## src/hdl/first_fit_heap_allocator_defines.svh

```systemverilog
// ----------------------------------------------------------------------------
// first_fit_heap_allocator_defines
// Assertion macros shared by the allocator modules.
// ----------------------------------------------------------------------------
`ifndef FIRST_FIT_HEAP_ALLOCATOR_DEFINES_SVH
`define FIRST_FIT_HEAP_ALLOCATOR_DEFINES_SVH

// condition must never hold while out of reset
`define FFHA_NEVER(label, cond, msg) \
	label: assert property (@(posedge clk) disable iff (!arst_n) !(cond)) else $error(msg);

// antecedent in one cycle implies consequent in the next
`define FFHA_NEXT(label, ante, cons, msg) \
	label: assert property (@(posedge clk) disable iff (!arst_n) (ante) |=> (cons)) \
		else $error(msg);

`endif

```

## src/hdl/ffha_pkg.sv

```systemverilog
// ----------------------------------------------------------------------------
// ffha_pkg
// Types and constants of the first-fit heap allocator.
// ----------------------------------------------------------------------------
`default_nettype none
package ffha_pkg;

	localparam int ADDR_W  = 22;
	localparam int SIZE_W  = 16;
	localparam int FRAME_W = 20;
	localparam int CNT_W   = 21;
	localparam int OFFS_W  = 13;
	localparam int PAGES_W = 11;
	localparam int PAGE_LIMIT = 4095;

	typedef enum logic [1:0] {
		Q_HOLD,
		Q_KEEP,
		Q_DROP,
		Q_APPEND
	} q_op_t;

	typedef enum logic [2:0] {
		ST_OK,
		ST_TOO_BIG,
		ST_NOT_FOUND,
		ST_NO_FRAMES,
		ST_TABLE_FULL,
		ST_PAGES_OUT
	} status_t;

endpackage
`default_nettype wire

```

## src/hdl/ffha_cell.sv

```systemverilog
// ----------------------------------------------------------------------------
// ffha_cell
// One table entry: takes its neighbor's entry on a shift, new data on a load.
// ----------------------------------------------------------------------------
`default_nettype none
module ffha_cell #(
	parameter int LEN_W = 22
) (
	input  wire logic                      clk,
	input  wire logic                      shift,
	input  wire logic                      load,
	input  wire logic [ffha_pkg::ADDR_W-1:0] next_start,
	input  wire logic [LEN_W-1:0]          next_len,
	input  wire logic [ffha_pkg::ADDR_W-1:0] load_start,
	input  wire logic [LEN_W-1:0]          load_len,
	output logic      [ffha_pkg::ADDR_W-1:0] start_q,
	output logic      [LEN_W-1:0]          len_q
);

	always_ff @(posedge clk) begin
		if (load) begin
			start_q <= load_start;
			len_q   <= load_len;
		end else if (shift) begin
			start_q <= next_start;
			len_q   <= next_len;
		end
	end

endmodule
`default_nettype wire

```

## src/hdl/ffha_queue.sv

```systemverilog
// ----------------------------------------------------------------------------
// ffha_queue
// Ordered table as a chain of cells; the head pops and is kept at the tail,
// dropped, or a new entry is appended behind the last one.
// ----------------------------------------------------------------------------
`default_nettype none
`include "first_fit_heap_allocator_defines.svh"
module ffha_queue #(
	parameter int DEPTH = 64,
	parameter int LEN_W = 22,
	localparam int CW   = $clog2(DEPTH + 1)
) (
	input  wire logic                        clk,
	input  wire logic                        arst_n,
	input  wire ffha_pkg::q_op_t             op,
	input  wire logic [ffha_pkg::ADDR_W-1:0] in_start,
	input  wire logic [LEN_W-1:0]            in_len,
	output logic      [ffha_pkg::ADDR_W-1:0] head_start,
	output logic      [LEN_W-1:0]            head_len,
	output logic      [CW-1:0]               count
);

	logic [ffha_pkg::ADDR_W-1:0] st [DEPTH];
	logic [LEN_W-1:0]            ln [DEPTH];
	logic [CW-1:0]               count_q;

	wire pop = (op == ffha_pkg::Q_KEEP) || (op == ffha_pkg::Q_DROP);

	for (genvar i = 0; i < DEPTH; i++) begin : g_cell
		logic sh, ld;
		assign sh = pop && (CW'(i + 1) < count_q);
		assign ld = ((op == ffha_pkg::Q_KEEP) && (CW'(i + 1) == count_q)) ||
			((op == ffha_pkg::Q_APPEND) && (CW'(i) == count_q));
		ffha_cell #(.LEN_W(LEN_W)) u_cell (
			.clk       (clk),
			.shift     (sh),
			.load      (ld),
			.next_start(st[(i + 1 < DEPTH) ? i + 1 : i]),
			.next_len  (ln[(i + 1 < DEPTH) ? i + 1 : i]),
			.load_start(in_start),
			.load_len  (in_len),
			.start_q   (st[i]),
			.len_q     (ln[i])
		);
	end

	always_ff @(posedge clk or negedge arst_n) begin
		if (!arst_n) begin
			count_q <= '0;
		end else begin
			unique case (op)
				ffha_pkg::Q_DROP:   count_q <= count_q - 1'b1;
				ffha_pkg::Q_APPEND: count_q <= count_q + 1'b1;
				default:            count_q <= count_q;
			endcase
		end
	end

	assign head_start = st[0];
	assign head_len   = ln[0];
	assign count      = count_q;

	`FFHA_NEVER(a_count_range, count_q > CW'(DEPTH), "queue count beyond depth")
	`FFHA_NEVER(a_drop_empty, (op == ffha_pkg::Q_DROP) && (count_q == '0), "drop on empty queue")
	`FFHA_NEVER(a_append_full, (op == ffha_pkg::Q_APPEND) && (count_q == CW'(DEPTH)),
		"append on full queue")

endmodule
`default_nettype wire

```

## config.mk

```make
export PLATFORM = sky130hd
export DESIGN_NAME = ffha_queue
export DESIGN_NICKNAME = d
export VERILOG_FILES = /design/src/hdl/ffha_pkg.sv /design/src/hdl/ffha_cell.sv /design/src/hdl/ffha_queue.sv
export VERILOG_INCLUDE_DIRS = /design/src /design/src/hdl
export SDC_FILE = /design/constraint.sdc
export NUM_CORES = 2
export LEC_CHECK = 0
export ABC_AREA = 0
export BUFFER_PORTS_ARGS = -buffer_cell sky130_fd_sc_hd__buf_2
export CAP_MARGIN = 20
export CORE_UTILIZATION = 40
export DETAILED_ROUTE_END_ITERATION = 16
export PLACE_DENSITY = 0.61
export SYNTH_ARGS = -nofsm -noshare
export SYNTH_HDL_FRONTEND = slang
export SYNTH_SLANG_ARGS = --single-unit
```

## constraint.sdc

```tcl
create_clock -name clk -period 5.35 [get_ports clk]
set_input_delay 0.2675 -clock clk [delete_from_list [all_inputs] [get_ports clk]]
set_output_delay 0.2675 -clock clk [all_outputs]
set_load 0.1 [all_outputs]
```

==> implementation parameters <==
Parameter                              Value

Detailed routing
  Per-cell routed wire length    28.1 um
  Total number of vias    60,600
  Violation count after the first detailed-route iteration    6,265
  Antenna violation net count after detailed routing    0
  Via-per-instance ratio    5.56
  # DRC    0
  Number of detailed-routing iterations run before antenna repair    5
  DRT Wirelength    307,000 um

Placed design
  Port Buf Inserts    roughly 100
  Worst slack at placement    1290 ps
  DP Wirelength    182,000 um
  GPL Wtd Cong    around 0.9
  Cell area after placement    127,000 um2

GRT
  Pin count of the biggest net entering global routing    85
  Initial antenna violation count    30
  Aggregate global routing overflow    0
  GR Util All Layers    between 15 and 20%
  Vias in the first global route    62,000
  First-pass GRT wire length    448,000 um

STA
  Tightest Pin Transition    1130 ps
  Final critical path time including I/O delays and setup    4100 ps
  Period utilization    76.5%
  Final critical-path setup slack    approximately 1300 ps
  Endpoints failing setup    0
  Final count of hold timing violations    0
  Worst Clk Skew    ~62 ps
  Setup repair after global routing missed its margin    no
  Total negative setup slack    0 ps
  Number of pins exceeding their max-slew limit in the final report    0
  Maximum clock frequency    around 240 MHz
  Normalized max-slew margin    ~25%
  Worst Hold Slack    59.8 ps

Logic synthesis
  Post-Syn Nets    6,794
  Synth warnings    0
  Share of synthesized area occupied by flip-flops and latches    69.3%
  Average cell area after synthesis    ~18 um2
  Library cell occupying the most area in the post-synthesis netlist    edfxtp_1
  Mapped Cells    6,737
  EDFF count, synth    2,816
  Total of flip-flops plus latches after synthesis    2,823
  Synth area leaders    edfxtp_1 69%, mux2_2 24%, clkbuf_1 0.99%
  Post-synth cell types    70
  Netlist area before placement    about 120,000 um2
  Post-synth top area share    69.2%
  Async set-reset flop share out of synthesis    less than 1%
  Main synth FF type    edfxtp_1

Setup path
  Critical path launch point type    flop
  Critical Path Fanout Max    44
  Category of the most critical setup path    reg -> reg
  Data arrival time of the critical path    4540 ps
  CP required    slightly below 6000 ps
  Nature of the critical path endpoint    flop

Run status
  Result of the run    finished clean

Run
  Max Cap Violations    0

Clock tree
  Cts bufs inserted    between 300 and 400
  Number of H-tree levels    5
  Clk root buf    clkbuf_16
  Clock transition at the registers of the reported paths    approximately 60 ps
  Sink count of the clock tree    around 2,800
  Clock Tree Buf Depth    4
  Post-cts resize count    0
  TritonCTS clock tree    done
  Post-CTS setup buffer count    0
  Worst skew pair latency    about 860 ps

Power
  Sequential share of power    51.6%
  Internal Pwr Total    0.0540 W
  Proportion of total power due to net switching    28.1%
  Combinational power share    21.3%
  Net switching power figure    0.0211 W
  Clk pwr share    27.1%
  Standby leakage power    44.2 nW
  Power per standard cell area    549 nW/um2
  IR Drop Worst-Case VDD    447 uV

Floorplan
  Die span in y    ~550 um
  Boundary Pins    99
  # rows    around 200
  Area enclosed by the die boundary    308,000 um2
  Area of the core    303,000 um2
  Die W    555 um
  Initial cell density of the core    between 40 and 50%

Finish
  Ratio of cells with drive above 1 in the final layout    49.4%
  Utilization after layout    45.2%
  Layout Area Growth over Synthesis    12.0%
  Top library cells by usage in the layout, fill and taps aside    2,816 x edfxtp_1, 2,583 x mux2_2, 312 x clkbuf_16
  Commonest non-fill, non-tap cell in the layout    edfxtp_1
  Post-route standard cell area excluding fillers    137,000 um2
  # nets final    6,748

Worst hold path
  HP Class    in -> reg
[synthesized netlist by cell type (5+ instances only)]
| cell type | number |
|---|---|
| xor2_1 | 5 |
| nor2b_1 | 22 |
| nand2_1 | 65 |
| a211oi_4 | 5 |
| o22ai_2 | 10 |
| a21o_1 | 5 |
| buf_4 | 48 |
| buf_1 | 51 |
| mux2_2 | 2583 |
| nand3b_1 | 6 |
| and3_1 | 5 |
| o32ai_4 | 18 |
| nand3_1 | 11 |
| a32o_1 | 22 |
| dfrtp_1 | 7 |
| inv_1 | 6 |
| nor2_1 | 25 |
| buf_6 | 13 |
| a21oi_1 | 16 |
| or3_1 | 5 |
| nand4bb_1 | 11 |
| clkbuf_1 | 321 |
| nand2b_1 | 41 |
| o21bai_1 | 32 |
| mux2_1 | 101 |
| nand4_1 | 6 |
| o21ai_0 | 86 |
| o22ai_1 | 70 |
| nand4b_1 | 10 |
| or4b_1 | 6 |
| buf_2 | 234 |
| edfxtp_1 | 2816 |
| ha_1 | 9 |
[registers in the layout (all words and copies together) (netlist names)]
signal,flops
count,7
g_cell.u_cell.len_q,1408
g_cell.u_cell.start_q,1408
[through the flow]
stage / instances / power [W]
finish: 10900 / 0.0751
global placement: 10300 / 0.0547
detailed placement: 10300 / 0.0551
floorplan: 6737 / 0.0492
global route: 10900 / 0.0780
CTS: 10900 / 0.0756
[per-layer routing]
layer | up-vias | part of all wire (%) | wire, um | global-route usage [%]
li1 | 26200 | - | - | -
met2 | 1922 | 47 | 145000 | 31.6
met1 | 32100 | 43 | 133000 | 27.3
met4 | 4 | 2.2 | 6790 | 4.72
met5 | - | 0.0091 | 28 | 0
met3 | 409 | 7.0 | 21600 | 3.92
[power groups by stage]
| stage | logic (W) | clock network (W) | registers [W] |
|---|---|---|---|
| final | 0.0160 | 0.0204 | 0.0388 |
| after global placement | 0.0155 | 0 | 0.0392 |
| after detailed placement | 0.0158 | 0 | 0.0393 |
| after CTS | 0.0160 | 0.0207 | 0.0389 |
| after global routing | 0.0171 | 0.0215 | 0.0395 |
| after floorplan | 0.0104 | 0 | 0.0388 |
[logic make-up (layout without fill, tap and decap cells)]
| group | Yosys count | in the layout | share of synthesized area (%) |
|---|---|---|---|
| AND/OR/NAND/NOR | 243 | 243 | 1.21 |
| XOR/XNOR | 6 | 6 | 0.0430 |
| other | 0 | 4 | 0 |
| AO/OA/AOI/OAI | 299 | 299 | 2.07 |
| buffers and inverters | 673 | 857 | 2.53 |
| flip-flops | 2823 | 2823 | 69.3 |
| adder cells (fa/ha/maj) | 9 | 9 | 0.0921 |
| multiplexers | 2684 | 2684 | 24.7 |
[worst paths after layout]
path                                          startpoint                             to  slack [ps]  cells past startpoint
max in group asynchronous                         arst_n                       count[4]        4510                      3
min reg2reg                g_cell[50].u_cell.start_q[19]  g_cell[49].u_cell.start_q[19]         520                      1
min in group asynchronous                         arst_n                       count[4]         550                      3
min                                            in_len[3]     g_cell[63].u_cell.len_q[3]          60                      1
max                                             count[6]     g_cell[10].u_cell.len_q[7]        1250                      5
max reg2reg                                     count[6]     g_cell[10].u_cell.len_q[7]        1250                      5
[critical path, cell delays in order, from the launching register on]
cell	delay (ps)
dfrtp_1	1050
buf_4	320
or3_1	670
nand2_1	680
o211ai_1	300
buf_4	570
[layout make-up]
cell class,instances,area [um2]
Fill cell,25600,166000
Sequential cell,2823,84700
Multi-Input combinational cell,3241,35100
Clock buffer,383,8070
Tap cell,3978,4980
Timing Repair Buffer,314,2560
Clock inverter,154,1440
Inverter,6,22.5
Antenna cell,4,10.0
[what timing repair did]
item	4_1_cts	5_1_grt
hold endpoints to repair	113	0
endpoints found under the setup margin	0	0
hold buffers	26	0
Note: power is estimated with default switching activity, not from simulation.
